$ cat config.mk
export PLATFORM = sky130hd
export DESIGN_NAME = scaled_distance_3d
export DESIGN_NICKNAME = d
export VERILOG_FILES = /design/src/rtl/sd3_pkg.sv /design/src/rtl/sd3_prescale.sv /design/src/rtl/sd3_sumsq.sv /design/src/rtl/sd3_isqrt.sv /design/src/rtl/scaled_distance_3d.sv
export SDC_FILE = /design/constraint.sdc
export NUM_CORES = 1
export LEC_CHECK = 0
export ABC_AREA = 1
export BUFFER_PORTS_ARGS = -buffer_cell sky130_fd_sc_hd__buf_4
export CAP_MARGIN = 15
export CORE_ASPECT_RATIO = 0.9
export CORE_UTILIZATION = 34
export CTS_CLUSTER_SIZE = 20
export DETAILED_ROUTE_END_ITERATION = 10
export PLACE_DENSITY = 0.53
export SETUP_SLACK_MARGIN = 0.02
export SLEW_MARGIN = 25
export SYNTH_ARGS = -nofsm -noshare
export SYNTH_HDL_FRONTEND = slang
export SYNTH_SLANG_ARGS = --single-unit
$ cat constraint.sdc
create_clock -name clk -period 7.7 [get_ports clk]
set_input_delay 0 -clock clk [delete_from_list [all_inputs] [get_ports clk]]
set_output_delay 0 -clock clk [all_outputs]
set_load 0.02 [all_outputs]
$ cat src/rtl/sd3_pkg.sv
// Shared widths, sequencer state type and helper function for scaled_distance_3d.
// No dependencies.
package sd3_pkg;

  localparam int COORD_W    = 32;               // input coordinate width
  localparam int DIFF_W     = COORD_W + 1;      // exact difference width
  localparam int DIG_W      = 16;               // scaled difference width
  localparam int SUM_W      = 32;               // sum of three squares
  localparam int ROOT_W     = SUM_W / 2;        // floor root width
  localparam int STEP_W     = 5;                // shift count width
  localparam int DIST_W     = 33;               // output distance width
  localparam int ROOT_CNT_W = $clog2(ROOT_W);   // root iteration counter

  typedef enum logic [1:0] {
    ST_IDLE,
    ST_SCALE,
    ST_SUMSQ,
    ST_ROOT
  } state_t;

  // True when a difference already fits a signed 16-bit value
  function automatic logic fits_dig(input logic [DIFF_W-1:0] v);
    logic [DIFF_W-DIG_W:0] top;
    top      = v[DIFF_W-1:DIG_W-1];
    fits_dig = (top == '0) || (top == '1);
  endfunction

endpackage

$ cat src/rtl/sd3_prescale.sv
// Difference and pre-scale unit: forms the exact differences, then shifts
// them right one bit per cycle until all fit 16 bits. Uses sd3_pkg.
module sd3_prescale (
  input  logic                                  clk,
  input  logic                                  rst,
  input  logic                                  load,
  input  logic signed [sd3_pkg::COORD_W-1:0]   item_x,
  input  logic signed [sd3_pkg::COORD_W-1:0]   item_y,
  input  logic signed [sd3_pkg::COORD_W-1:0]   item_z,
  input  logic signed [sd3_pkg::COORD_W-1:0]   target_x,
  input  logic signed [sd3_pkg::COORD_W-1:0]   target_y,
  input  logic signed [sd3_pkg::COORD_W-1:0]   target_z,
  output logic signed [sd3_pkg::DIG_W-1:0]     dx,
  output logic signed [sd3_pkg::DIG_W-1:0]     dy,
  output logic signed [sd3_pkg::DIG_W-1:0]     dz,
  output logic        [sd3_pkg::STEP_W-1:0]    steps,
  output logic                                  done
);

  logic                                active;
  logic signed [sd3_pkg::DIFF_W-1:0]   diff_x, diff_y, diff_z;
  logic                                all_fit;

  assign all_fit = sd3_pkg::fits_dig(diff_x) && sd3_pkg::fits_dig(diff_y) &&
                   sd3_pkg::fits_dig(diff_z);

  // Busy flag: set on load, cleared once all three differences fit
  always_ff @(posedge clk) begin
    if (rst) begin
      active <= 1'b0;
    end else if (load) begin
      active <= 1'b1;
    end else if (active && all_fit) begin
      active <= 1'b0;
    end
  end

  // Difference shift registers and step counter
  always_ff @(posedge clk) begin
    if (load) begin
      diff_x <= {item_x[sd3_pkg::COORD_W-1], item_x} -
                {target_x[sd3_pkg::COORD_W-1], target_x};
      diff_y <= {item_y[sd3_pkg::COORD_W-1], item_y} -
                {target_y[sd3_pkg::COORD_W-1], target_y};
      diff_z <= {item_z[sd3_pkg::COORD_W-1], item_z} -
                {target_z[sd3_pkg::COORD_W-1], target_z};
      steps  <= '0;
    end else if (active && !all_fit) begin
      diff_x <= diff_x >>> 1;
      diff_y <= diff_y >>> 1;
      diff_z <= diff_z >>> 1;
      steps  <= steps + 1'b1;
    end
  end

  assign done = active && all_fit;
  assign dx   = diff_x[sd3_pkg::DIG_W-1:0];
  assign dy   = diff_y[sd3_pkg::DIG_W-1:0];
  assign dz   = diff_z[sd3_pkg::DIG_W-1:0];

endmodule

$ cat src/rtl/sd3_sumsq.sv
// Sum of squares: one shared 16x16 multiplier, one difference per cycle,
// accumulated in turn. Uses sd3_pkg.
module sd3_sumsq (
  input  logic                                clk,
  input  logic                                rst,
  input  logic                                start,
  input  logic signed [sd3_pkg::DIG_W-1:0]   dx,
  input  logic signed [sd3_pkg::DIG_W-1:0]   dy,
  input  logic signed [sd3_pkg::DIG_W-1:0]   dz,
  output logic        [sd3_pkg::SUM_W-1:0]   sum,
  output logic                                done
);

  localparam logic [1:0] LAST_IDX = 2'd2;

  logic                               active;
  logic [1:0]                         idx;
  logic signed [sd3_pkg::DIG_W-1:0]   sel;
  logic signed [sd3_pkg::SUM_W-1:0]   prod;

  // Operand select
  always_comb begin
    case (idx)
      2'd0:    sel = dx;
      2'd1:    sel = dy;
      default: sel = dz;
    endcase
  end

  assign prod = sel * sel;

  // Control: multiply until the last difference, then a one-cycle done
  always_ff @(posedge clk) begin
    if (rst) begin
      active <= 1'b0;
      done   <= 1'b0;
    end else begin
      done <= active && (idx == LAST_IDX);
      if (start) begin
        active <= 1'b1;
      end else if (active && (idx == LAST_IDX)) begin
        active <= 1'b0;
      end
    end
  end

  // Accumulator and operand index
  always_ff @(posedge clk) begin
    if (start) begin
      sum <= '0;
      idx <= '0;
    end else if (active) begin
      sum <= sum + $unsigned(prod);
      idx <= idx + 1'b1;
    end
  end

endmodule

$ cat src/rtl/sd3_isqrt.sv
// Floor integer square root, restoring digit-by-digit: two radicand bits
// and one root bit per cycle. Uses sd3_pkg.
module sd3_isqrt (
  input  logic                           clk,
  input  logic                           rst,
  input  logic                           start,
  input  logic [sd3_pkg::SUM_W-1:0]      radicand,
  output logic [sd3_pkg::ROOT_W-1:0]     root,
  output logic                           done
);

  localparam int REM_W = sd3_pkg::ROOT_W + 2;
  localparam logic [sd3_pkg::ROOT_CNT_W-1:0] LAST_CNT =
    sd3_pkg::ROOT_CNT_W'(sd3_pkg::ROOT_W - 1);

  logic                               active;
  logic [sd3_pkg::ROOT_CNT_W-1:0]     cnt;
  logic [sd3_pkg::SUM_W-1:0]          rad;
  logic [REM_W-1:0]                   rem;
  logic [REM_W+1:0]                   rem_trial;
  logic [REM_W+1:0]                   trial;
  logic [REM_W+1:0]                   rem_sub;
  logic                               take;

  // One digit step: bring down two bits, try subtracting 4*root+1
  assign rem_trial = {rem, rad[sd3_pkg::SUM_W-1 -: 2]};
  assign trial     = {2'b00, root, 2'b01};
  assign take      = rem_trial >= trial;
  assign rem_sub   = rem_trial - trial;

  // Control
  always_ff @(posedge clk) begin
    if (rst) begin
      active <= 1'b0;
      done   <= 1'b0;
    end else begin
      done <= active && (cnt == LAST_CNT);
      if (start) begin
        active <= 1'b1;
      end else if (active && (cnt == LAST_CNT)) begin
        active <= 1'b0;
      end
    end
  end

  // Radicand shift register, partial remainder and root
  always_ff @(posedge clk) begin
    if (start) begin
      rad  <= radicand;
      rem  <= '0;
      root <= '0;
      cnt  <= '0;
    end else if (active) begin
      rad  <= {rad[sd3_pkg::SUM_W-3:0], 2'b00};
      rem  <= take ? rem_sub[REM_W-1:0] : rem_trial[REM_W-1:0];
      root <= {root[sd3_pkg::ROOT_W-2:0], take};
      cnt  <= cnt + 1'b1;
    end
  end

endmodule

$ cat src/rtl/scaled_distance_3d.sv
// scaled_distance_3d: approximate 3D distance via pre-scale, sum of squares, floor root.
// Each accepted item is shifted s = shift_count (0..17) times in the one-bit-per-cycle
// pre-scale, then passes the shared multiplier, 16 root digits and the output register,
// which raises the result strobe. One item at a time; the next may be accepted in the
// strobe cycle. Synchronous reset: idle.
// Depends on sd3_pkg, sd3_prescale, sd3_sumsq, sd3_isqrt.
module scaled_distance_3d (
  input  logic                                  clk,
  input  logic                                  rst,
  input  logic                                  start,
  output logic                                  busy,
  input  logic signed [sd3_pkg::COORD_W-1:0]   item_x,
  input  logic signed [sd3_pkg::COORD_W-1:0]   item_y,
  input  logic signed [sd3_pkg::COORD_W-1:0]   item_z,
  input  logic signed [sd3_pkg::COORD_W-1:0]   target_x,
  input  logic signed [sd3_pkg::COORD_W-1:0]   target_y,
  input  logic signed [sd3_pkg::COORD_W-1:0]   target_z,
  output logic                                  done,
  output logic        [sd3_pkg::DIST_W-1:0]    distance,
  output logic        [sd3_pkg::STEP_W-1:0]    shift_count
);

  sd3_pkg::state_t                     state, state_next;
  logic                                load;
  logic                                sq_start, rt_start, out_load;
  logic                                pre_done, sq_done, rt_done;
  logic signed [sd3_pkg::DIG_W-1:0]    dx, dy, dz;
  logic [sd3_pkg::STEP_W-1:0]          steps;
  logic [sd3_pkg::SUM_W-1:0]           sum;
  logic [sd3_pkg::ROOT_W-1:0]          root;

  assign load = start && !busy;

  sd3_prescale u_prescale (
    .clk      (clk),
    .rst      (rst),
    .load     (load),
    .item_x   (item_x),
    .item_y   (item_y),
    .item_z   (item_z),
    .target_x (target_x),
    .target_y (target_y),
    .target_z (target_z),
    .dx       (dx),
    .dy       (dy),
    .dz       (dz),
    .steps    (steps),
    .done     (pre_done)
  );

  sd3_sumsq u_sumsq (
    .clk   (clk),
    .rst   (rst),
    .start (sq_start),
    .dx    (dx),
    .dy    (dy),
    .dz    (dz),
    .sum   (sum),
    .done  (sq_done)
  );

  sd3_isqrt u_isqrt (
    .clk      (clk),
    .rst      (rst),
    .start    (rt_start),
    .radicand (sum),
    .root     (root),
    .done     (rt_done)
  );

  // Sequencer state register
  always_ff @(posedge clk) begin
    if (rst) begin
      state <= sd3_pkg::ST_IDLE;
    end else begin
      state <= state_next;
    end
  end

  // Sequencer next state and unit starts
  always_comb begin
    state_next = state;
    sq_start   = 1'b0;
    rt_start   = 1'b0;
    out_load   = 1'b0;
    case (state)
      sd3_pkg::ST_IDLE: begin
        if (start) begin
          state_next = sd3_pkg::ST_SCALE;
        end
      end
      sd3_pkg::ST_SCALE: begin
        if (pre_done) begin
          sq_start   = 1'b1;
          state_next = sd3_pkg::ST_SUMSQ;
        end
      end
      sd3_pkg::ST_SUMSQ: begin
        if (sq_done) begin
          rt_start   = 1'b1;
          state_next = sd3_pkg::ST_ROOT;
        end
      end
      sd3_pkg::ST_ROOT: begin
        if (rt_done) begin
          out_load   = 1'b1;
          state_next = sd3_pkg::ST_IDLE;
        end
      end
      default: begin
        state_next = sd3_pkg::ST_IDLE;
      end
    endcase
  end

  assign busy = (state != sd3_pkg::ST_IDLE);

  // Result strobe
  always_ff @(posedge clk) begin
    if (rst) begin
      done <= 1'b0;
    end else begin
      done <= out_load;
    end
  end

  // Result payload: root scaled back up by the shift count
  always_ff @(posedge clk) begin
    if (out_load) begin
      distance    <= sd3_pkg::DIST_W'(root) << steps;
      shift_count <= steps;
    end
  end

endmodule

---- Yosys cells after proc, flatten, opt, wreduce, memory -nomap -nowiden ----
Cells that the tools add are included.
word-level totals
  register bits ........................... 254
  input bits .............................. 195
  output and inout port bits .............. 40
  word-level logic and storage cells ...... 97
operators by class
  add/sub/neg operators ................... 8
  multiply operators ...................... 1
  magnitude comparators ................... 1
  eq/ne operators ......................... 13
  shift-type cells ........................ 1
  muxes and demuxes ....................... 27
  reduce and logical (&&, ||, !) cells .... 24
operator list
  operator                                                count
  2-to-1 mux 32 bit                                       5
  2-to-1 mux 33 bit                                       3
  subtractor 32 x 32 -> 33 bit                            3
  == test 18 bit (second input constant)                  3
  logical NOT 18 bit                                      3
  left shift 16 x 5 -> 33 bit                             1
  adder 32 bit                                            1
  multiplier 16 x 16 -> 32 bit                            1
  one-hot mux 16 bit (2 select lines)                     1
  >= comparator 20 x 18 -> 1 bit                          1
  2-to-1 mux 18 bit                                       1
  subtractor 18 bit                                       1
  2-to-1 mux 1 bit                                        12
  nonzero test 2 bit                                      6
  2-to-1 mux 2 bit                                        4
  one-hot mux 2 bit (4 select lines)                      1
  logical AND 1 bit                                       7
  == test 2 bit (second input constant)                   3
  adder 5 x 1 -> 5 bit (second input constant)            1
  adder 4 x 1 -> 4 bit (second input constant)            1
  == test 2 x 1 -> 1 bit (second input constant)          2
  == test 4 bit (second input constant)                   1
  logical NOT 2 bit                                       2
  inequality test 2 x 1 -> 1 bit (second input constant)  2
  5 further kinds                                         9

---- Depth between registers and ports, before layout ----
Gate-level depths: netlist of the first run.
  word-level depth ........................ 8
  mapped depth ............................ 37
  gate-level depth less buffers ........... 35

---- Hierarchy ----
Synthesis of the first run repeated with hierarchy kept, for this count alone.
unflattened totals
  cell total of the unflattened synthesis .. 4566
  area, all modules ....................... 31899.3 sq um
modules (own cells, without submodules)
  module              instances  cells each  area each (sq um)  seq. area each (sq um)
  sd3_prescale        1          2165        12794.8            3093.0
  sd3_sumsq           1          1534        12246.7            720.7
  sd3_isqrt           1          559         4162.7             1761.7
  scaled_distance_3d  1          308         2695.1             1201.2

---- Worst setup path after synthesis of the first run ----
No wires, ideal clock.
  path type ............................... flip-flop to flip-flop
  start point ............................. reg u_sumsq.idx[0]
  end point ............................... reg u_sumsq.sum[30] (netlist name)
  library setup time ...................... 0.117 ns
  arrival ................................. 6.461 ns
  required time ........................... 7.583 ns
  path slack .............................. 1.122 ns
  stages on the path, launching flop included .. 32
  path buffers ............................ 2
  period minus slack after synthesis ...... 6.578 ns
  cells stage by stage .................... dfxtp_1 > inv_1 > ha_1 > buf_2 > a22o_1 > a21oi_1 > inv_2 > clkbuf_1 > nand2_1 > inv_1 > fa_1 > inv_1 > fa_1 > inv_1 > fa_1 > inv_1 > fa_1 > inv_1 > fa_1 > inv_1 > fa_1 > inv_1 > ha_1 > inv_1 > nor3_1 > nand2_1 > nor4_1 > nand2_1 > nand2_1 > nand2_1 > a21oi_1 > nor2_1
on the way
  word-level cells in the longest chain between the ends .. 4
  elaborated cells between the ends (all ways) .. 5
  those cells by class .................... add/sub (1); mul (1); eq/ne (1); mux (1); reduce/logical (1)
ends and longest elaborated chain
  element                                                      RTL line         text
  start, declared                                              sd3_sumsq.sv:17  logic [1:0] idx;
  start signal, assigned                                       sd3_sumsq.sv:54  idx <= idx + 1'b1;
  == test 2 x 1 -> 1 bit or logical NOT 2 bit (tied branches)  sd3_sumsq.sv:23  case (idx)
  one-hot mux 16 bit (2 select lines) (*)                      sd3_sumsq.sv:23
  multiplier 16 x 16 -> 32 bit (*)                             sd3_sumsq.sv:30  assign prod = sel * sel;
  adder 32 bit (*)                                             sd3_sumsq.sv:53  sum <= sum + $unsigned(prod);
  end signal, assigned                                         sd3_sumsq.sv:53
  end, declared                                                sd3_sumsq.sv:10  output logic [sd3_pkg::SUM_W-1:0] sum,
Mark *: on every way between the ends. The rest lies on a longest branch, timed or not.
A chain may end at the register's enable or synchronous reset.

---- Worst setup path after layout of the first run ----
  start point ............................. reg u_sumsq.idx[0]
  end point ............................... reg u_sumsq.sum[26] (netlist name)
The elaborated chain is that of the path after synthesis.

==> results of run 1 <==
## worst reg2reg max path: cells and delay by family, from the launching register on
kind | cells | cell delay (ns)
fa+ha+maj | 8 | 3.79
compound gates | 4 | 1.06
buf+inv | 9 | 1.05
simple gates | 9 | 0.88
flops | 1 | 0.32
## per-stage QoR
step	std cells	hold WS (ns)	utilization [%]	instance area (um^2)
final	5321	0.0192	39.5	33400
after global routing	5321	0.0443	39.5	33400
after CTS	5316	0.00637	39.5	33400
after detailed placement	5244	0.274	38.0	32100
after global placement	5244	0.276	38.0	32100
after floorplan	3934	0.0691	-	29100
## routing by layer
layer / wire, um / part of all wire [%] / vias to the layer above
li1: - / - / 12900
met1: 45400 / 52 / 12000
met2: 37500 / 43 / 541
met3: 3620 / 4.1 / 75
met4: 1330 / 1.5 / 0
met5: 0 / 0 / -
## synth_stat cells (29+ instances only)
library cell,count,area share (%)
nand2_1,968,12
inv_1,818,11
nor2_1,288,3.7
fa_1,267,18
o21ai_0,235,4.0
ha_1,231,9.9
nand3_1,228,3.9
a21oi_1,198,3.4
edfxtp_1,169,17
dfxtp_1,85,5.8
clkbuf_1,43,0.55
nor3_1,40,0.69
xnor2_1,40,1.2
o22ai_1,31,0.67
xor2_1,29,0.87
## registers in the layout (all words and copies together) (netlist names), 2 cells and up
name / flops
u_isqrt.rem: 18
u_isqrt.root: 16
u_prescale.steps: 5
u_sumsq.sum: 32
distance: 33
state: 2
u_prescale.diff_y: 33
u_sumsq.idx: 2
shift_count: 5
u_prescale.diff_x: 33
u_prescale.diff_z: 33
u_isqrt.cnt: 4
u_isqrt.rad: 32
## final timing paths
path / to / slack, ns / cells after the start
hold reg to reg: u_isqrt.rem[16] / 0.46 / 2
setup / recovery: u_sumsq.sum[26] / 0.48 / 30
hold / removal: u_prescale.diff_z[0] / 0.02 / 4
setup reg to reg: u_sumsq.sum[26] / 0.48 / 30
## logic make-up (layout without fill, tap and decap cells)
| kind of cell | count (synthesis) | after routing |
|---|---|---|
| compound gates | 578 | 578 |
| xor+xnor | 69 | 69 |
| fa+ha+maj | 498 | 498 |
| buf+inv | 907 | 1161 |
| flops | 254 | 254 |
| mux | 1 | 1 |
| simple gates | 1627 | 1627 |
## area by class of cell
class | instances | area, um^2 | area share (%)
clock buffers | 42 | 911 | 2.73
clock inverters | 20 | 239 | 0.715
inverters | 826 | 3110 | 9.31
multi-input cells | 2773 | 18900 | 56.5
flip-flops and latches | 254 | 6780 | 20.3
well taps | 1133 | 1420 | 4.24
repair buffers | 273 | 2070 | 6.21
## what timing repair did
action / in CTS / in global routing
endpoints found under the setup margin: 0 / 9
setup buffers: 0 / 5
resized for setup: 0 / 4
hold buffers: 10 / 0
endpoints found under the hold margin: 22 / 0
==> out/qor.yml, run 1 <==
critical_path:
  cp-end-kind: "flop"
  crit_path_start: "u_sumsq.idx[0]"
  critPathKind: "flop to flop"
  arrival_ns: 7.66
  required_ns: 8.15
  r2r_start: "u_sumsq.idx[0]"
  path_buf_inv: 9
  crit_fanout: 16
  cp_common_cell: "inv_1"
  setup.worst_path.start_class: "flop"
  crit_family: "adder cells"
  slowest_stage: "fa_1"
  slowest_delay_ns: 0.56
detailed_routing:
  drt_iter0_markers: 1611
  ant_nets: 0
  num_vias: 25500
  drc: 0
  viasPerCell: 4.79
  drtPass1Iterations: 5
  wirelength_um: 87800
  detail_route.wl_per_cell_um: 16.5
timing:
  tns_ns: 0
  setup_slack_ns: 0.483
  slew_headroom_pct: 31.6
  fin_crit_sh_pct: 93.7
  fin_crit_ns: 7.22
  worst_pin_slew_ns: 1.03
  setup_violations: 0
  slew_viol_final: 0
  skew_ns: 0.0339
  hold_viol: 0
  max_freq_mhz: 139
floorplanning:
  dieWidth_um: 310
  ios: 235
  die_area_um2: 86700
  num_rows: 101
  initial_core_util_pct: 34.4
  core-area_um2: 84500
  dieHeight_um: 280
clocking:
  clk_pin_slew_ns: 0.06
  cts_made_buffers: 34
  clk_latency_ns: 0.58
  cts.sinks: 254
  ctsHtreeMaxLevel: 2
  clockBufferDepth: 3
  root_buffer: "clkbuf_16"
  tritoncts: "yes"
synth:
  synth_compound_area_share_pct: 11.0
  ys_seq_area_share_pct: 23.3
  syn_nets: 4627
  synth_flop_cell: "edfxtp_1"
  synth_area_per_cell_um2: 7.40
  synthAdderAreaFrac_pct: 28.3
  synth_xor_area_share_pct: 2.08
  synthCells: 3934
  yosys.area_share.simple_pct: 23.4
  muxShareOfSynthArea_pct: 0.0344
  synth_top_family_by_area: "adder cells"
  yosys_warnings: 0
  yosysUniqueCellTypes: 54
  ys_seq_elements: 254
  synth_edf_count: 169
  synthesis.area_um2: 29100
  async_flop_share_pct: 0
global_routing:
  gr-usage-met2_pct: 30.5
  antenna_found_initial: 0
  grt_util_all_layers_pct: 20.3
  grt_pass1_wl_um: 138000
  grt_overflow: 0
  grt_max_degree: 97
  met3_usage_pct: 1.99
  grt_pass1_vias: 24800
  grt-busiest-layer: "met1"
  gr-usage-met1_pct: 31.2
final_layout:
  most-common-layout-cells: "nand2_1, inv_1, nor2_1"
  diodes: 0
  area_growth_pct: 14.8
  nFillCells: 8914
  final_net_count: 4855
  mostFrequentLayoutCell: "nand2_1"
  drive_above_1_share_pct: 8.98
job:
  drv_cap: 0
place:
  io_buffers: 234
  post-dp-hpwl_um: 73200
  gp_congestion: 0.940
  dp_slack_ns: 0.364
hold_path:
  min_from: "item_z[0]"
  hold_path.class: "primary input to flop"
status:
  status: "completed"
Power of run 1 is left out: the tool's default activity adds up to more than one toggle a clock period on the data nets, which glitch-free logic cannot reach.
==> inputs of run 2 (changes only) <==
Settings changed: PLACE_DENSITY 0.53 to 0.49.
==> out/qor.yml, run 2 (synthesized netlist as in run 1, its figures left out) <==
status:
  status: "completed"
floorplanning:
  die_area_um2: 86700
  dieWidth_um: 310
  ios: 235
  initial_core_util_pct: 34.4
  num_rows: 101
  dieHeight_um: 280
  core-area_um2: 84500
timing:
  skew_ns: 0.0225
  setup_violations: 0
  hold_viol: 0
  tns_ns: 0
  slew_viol_final: 0
  fin_crit_ns: 7.19
  fin_crit_sh_pct: 93.3
  max_freq_mhz: 139
  rsz0062_at_grt: "false"
  slew_headroom_pct: 37.6
  worst_pin_slew_ns: 0.933
critical_path:
  crit-reg2reg-capture: "u_sumsq.sum[30]"
  cp_num_cells: 28
  r2r_slack_ns: 0.51
  cp-end-kind: "flop"
  slowest_stage: "o21bai_2"
  critPathKind: "flop to flop"
  crit_family: "adder cells"
  r2r_start: "u_sumsq.idx[0]"
  cp_common_cell: "inv_1"
  setup.worst_path.start_class: "flop"
  arrival_ns: 7.63
  slowest_delay_ns: 0.59
  reg2reg_depth: 28
  crit_fanout: 16
  required_ns: 8.14
  path_buf_inv: 9
final_layout:
  most-common-layout-cells: "nand2_1, inv_1, nor2_1"
  mostFrequentLayoutCell: "nand2_1"
  drive_above_1_share_pct: 8.94
  final_net_count: 4853
  area_growth_pct: 14.7
place:
  post-dp-hpwl_um: 73100
  gp_congestion: 0.951
  io_buffers: 234
clocking:
  ctsHtreeMaxLevel: 2
  clockBufferDepth: 3
  tritoncts: "yes"
  clk_latency_ns: 0.56
  cts_made_buffers: 35
  clk_pin_slew_ns: 0.06
  cts.sinks: 254
  root_buffer: "clkbuf_16"
global_routing:
  grt_overflow: 0
  antenna_found_initial: 0
  grt_max_degree: 92
  grt_pass1_wl_um: 138000
  grt_pass1_vias: 25000
  grt_util_all_layers_pct: 20.3
hold_path:
  hold_path.class: "primary input to flop"
  min_path_cells: 4
  holdPathEnd: "u_prescale.diff_y[3]"
  min_from: "item_y[3]"
detailed_routing:
  wirelength_um: 87400
  viasPerCell: 4.77
  drtPass1Iterations: 5
  drt_iter0_markers: 1588
  drc: 0
  num_vias: 25400
  detail_route.wl_per_cell_um: 16.4
  ant_nets: 0
job:
  drv_cap: 0
[run 2: worst max-delay path by stage]
| stage | from | endpoint | slack [ns] |
|---|---|---|---|
| floorplan | u_sumsq.idx[0] | u_sumsq.sum[30] | 1.12 |
| global placement | u_sumsq.idx[0] | u_sumsq.sum[15] | 0.29 |
| detailed placement | u_sumsq.idx[0] | u_sumsq.sum[15] | 0.21 |
| CTS | u_sumsq.idx[0] | u_sumsq.sum[15] | 0.22 |
| global route | u_sumsq.idx[0] | u_sumsq.sum[30] | 0.03 |
| finish | u_sumsq.idx[0] | u_sumsq.sum[30] | 0.51 |
[run 2: tightest hold or removal path, delay by kind of cell]
family          cells  cell delay [ns]
fa+ha+maj           1             0.20
simple gates        1             0.07
compound gates      1             0.11
buf+inv             1             0.08
[run 2: layout make-up]
class                      instances  area (um^2)
fill                            9034        51200
multi-input combinational       2773        18900
timing repair buffer             270         2050
antenna                            1         2.50
sequential                       254         6780
tap                             1133         1420
inverter                         826         3110
clock inverter                    21          216
clock buffer                      41          908
[run 2: repair_timing]
item                                    4_1_cts  5_1_grt
hold buffers                                  6        0
endpoints found under the setup margin        0       16
resized for setup                             0        5
hold endpoints to repair                     15        0
buffers inserted                              0        8
[run 2: layer usage]
layer / wire length (um) / global-route usage [%] / share of wire [%] / vias up
li1: - / - / - / 12900
met1: 44700 / 30.7 / 51 / 11900
met2: 37200 / 30.7 / 43 / 548
met3: 4240 / 2.65 / 4.9 / 91
met4: 1210 / 3.63 / 1.4 / 0
met5: 0 / 0 / 0 / -
[run 2: per-stage QoR]
step                cells  util (%)  hold slack, ns  worst slack (ns)  cell area [um^2]
detailed placement   5242      38.0           0.278             0.206             32100
finish               5319      39.5          0.0401             0.513             33400
floorplan            3934         -          0.0691              1.12             29100
global route         5318      39.5          0.0474            0.0297             33400
global placement     5242      38.0           0.276             0.288             32100
CTS                  5310      39.4         0.00600             0.219             33300
Power of run 2 is left out for the same reason.
==> inputs of run 3 (changes only) <==
Settings changed: ABC_AREA 1 to default.
==> out/qor.yml, run 3 <==
status:
  status: "completed"
synth:
  synthesis.area_um2: 27100
  yosysMostFrequentCell: "inv_1"
  ys_seq_area_share_pct: 25.0
  synth_top_area_share_pct: 19.7
  yosysTopAreaCell: "fa_1"
  yosysUniqueCellTypes: 96
  netlist_top_cells_area: "fa_1, edfxtp_1, ha_1"
  ys_seq_elements: 254
  synth_common_cells: "inv_1, nand2_1, fa_1"
  yosys_warnings: 0
  syn_nets: 3725
  synthCells: 3032
  synth_area_per_cell_um2: 8.95
  async_flop_share_pct: 0
  synth_edf_count: 169
  synth_flop_cell: "edfxtp_1"
global_routing:
  antenna_found_initial: 0
  grt_pass1_wl_um: 119000
  grt_util_all_layers_pct: 18.1
  grt_pass1_vias: 21800
  grt_max_degree: 102
  grt_overflow: 0
final_layout:
  diodes: 0
  mostFrequentLayoutCell: "inv_1"
  final_core_util_pct: 40.1
  final_cell_area_um2: 31400
  area_growth_pct: 15.8
  drive_above_1_share_pct: 11.9
  most-common-layout-cells: "inv_1, nand2_1, buf_4"
  final_net_count: 3958
clocking:
  tritoncts: "yes"
  clk_latency_ns: 0.57
  clockBufferDepth: 3
  clk_pin_slew_ns: 0.06
  cts_made_buffers: 34
  ctsHtreeMaxLevel: 2
  root_buffer: "clkbuf_16"
  cts.sinks: 254
timing:
  tns_ns: 0
  slew_viol_final: 0
  fin_crit_ns: 7.34
  hold_viol: 0
  skew_ns: 0.0242
  worst_pin_slew_ns: 0.986
  max_freq_mhz: 136
  rsz0062_at_grt: "false"
  fin_crit_sh_pct: 95.3
  setup_violations: 0
  slew_headroom_pct: 34.2
place:
  io_buffers: 234
  post-dp-hpwl_um: 61100
  gp_congestion: 0.913
  place_area_um2: 30100
critical_path:
  required_ns: 8.12
  setup.worst_path.start_class: "flop"
  arrival_ns: 7.76
  cp-end-kind: "flop"
  crit_fanout: 18
  critPathKind: "flop to flop"
floorplanning:
  num_rows: 97
  core-area_um2: 78400
  die_area_um2: 80900
  dieWidth_um: 300
  initial_core_util_pct: 34.6
  ios: 235
  dieHeight_um: 270
detailed_routing:
  detail_route.wl_per_cell_um: 17.0
  wirelength_um: 73600
  drt_iter0_markers: 1277
  drtPass1Iterations: 5
  num_vias: 21400
  drc: 0
  ant_nets: 0
  viasPerCell: 4.93
hold_path:
  hold_path.class: "primary input to flop"
job:
  drv_cap: 0
==> run 3: cell count changes after synthesis, moves of 29 or more <==
cell / change
a21o_1: +52
a21oi_1: -84
clkbuf_1: +29
inv_1: -305
mux2i_1: +58
nand2_1: -605
nand3_1: -190
nor2_1: -75
o21a_1: +36
o21ai_0: -97
o21ai_1: +29
==> run 3: what timing repair did <==
action                                 CTS  global route
buffers inserted                         0             0
hold buffers                            16             0
endpoints found under the hold margin   29             0
setup endpoints to repair                0            10
resized for setup                        0            13
==> run 3: final timing paths <==
kind / slack (ns) / startpoint / cells after the start / endpoint
max: 0.36 / u_sumsq.idx[0] / 24 / u_sumsq.sum[31]
min: 0.03 / item_x[30] / 4 / u_prescale.diff_x[30]
max reg2reg: 0.36 / u_sumsq.idx[0] / 24 / u_sumsq.sum[31]
min reg2reg: 0.48 / u_isqrt.cnt[3] / 2 / u_isqrt.done
==> run 3: cell families (layout without fill, tap and decap cells) <==
kind of cell    count (synthesis)  after routing  share of synthesized area, %
buf+inv                       618            876                          8.66
compound gates                618            618                          14.9
xor+xnor                      113            113                          3.65
mux                            73             73                          2.92
fa+ha+maj                     498            498                          30.4
flops                         254            254                          25.0
simple gates                  858            858                          14.5
==> run 3: per-layer routing <==
layer,share of wire [%],global-route usage (%),vias up
met1,50,26.4,10200
li1,-,-,10700
met2,44,28.5,480
met4,1.4,3.33,0
met3,4.3,2.39,62
met5,0,0,-
==> run 3: cell type report <==
type                            instances  area (um^2)
Clock buffer                           43          895
Timing Repair Buffer                  293         2240
Tap cell                             1039         1300
Clock inverter                         18          196
Inverter                              522         1960
Fill cell                            7952        47000
Sequential cell                       254         6780
Multi-Input combinational cell       2160        18000
==> run 3: metrics by stage <==
step | setup slack [ns] | hold WS [ns] | instances
final | 0.365 | 0.0324 | 4329
after floorplan | 0.346 | 0.0711 | 3032
after global routing | 0.0137 | 0.0441 | 4329
after global placement | 0.314 | 0.251 | 4252
after detailed placement | 0.174 | 0.257 | 4252
after CTS | 0.164 | 0.000115 | 4329
==> run 3: critical path, cell delays in order (launching register included) <==
cell        delay (ns)
dfxtp_1           0.36
inv_1             0.09
ha_1              0.25
nor2_4            0.39
a21o_1            0.25
clkinvlp_4        0.31
nor2_1            0.43
fa_1              0.49
fa_1              0.50
fa_1              0.62
fa_1              0.45
fa_1              0.49
inv_1             0.05
fa_1              0.48
inv_1             0.05
ha_1              0.31
o21a_1            0.15
a21o_1            0.18
a21o_1            0.20
a21o_1            0.16
a21oi_1           0.18
a31oi_1           0.16
o31a_1            0.30
o31ai_1           0.24
o32ai_1           0.11
Power of run 3 is left out for the same reason.
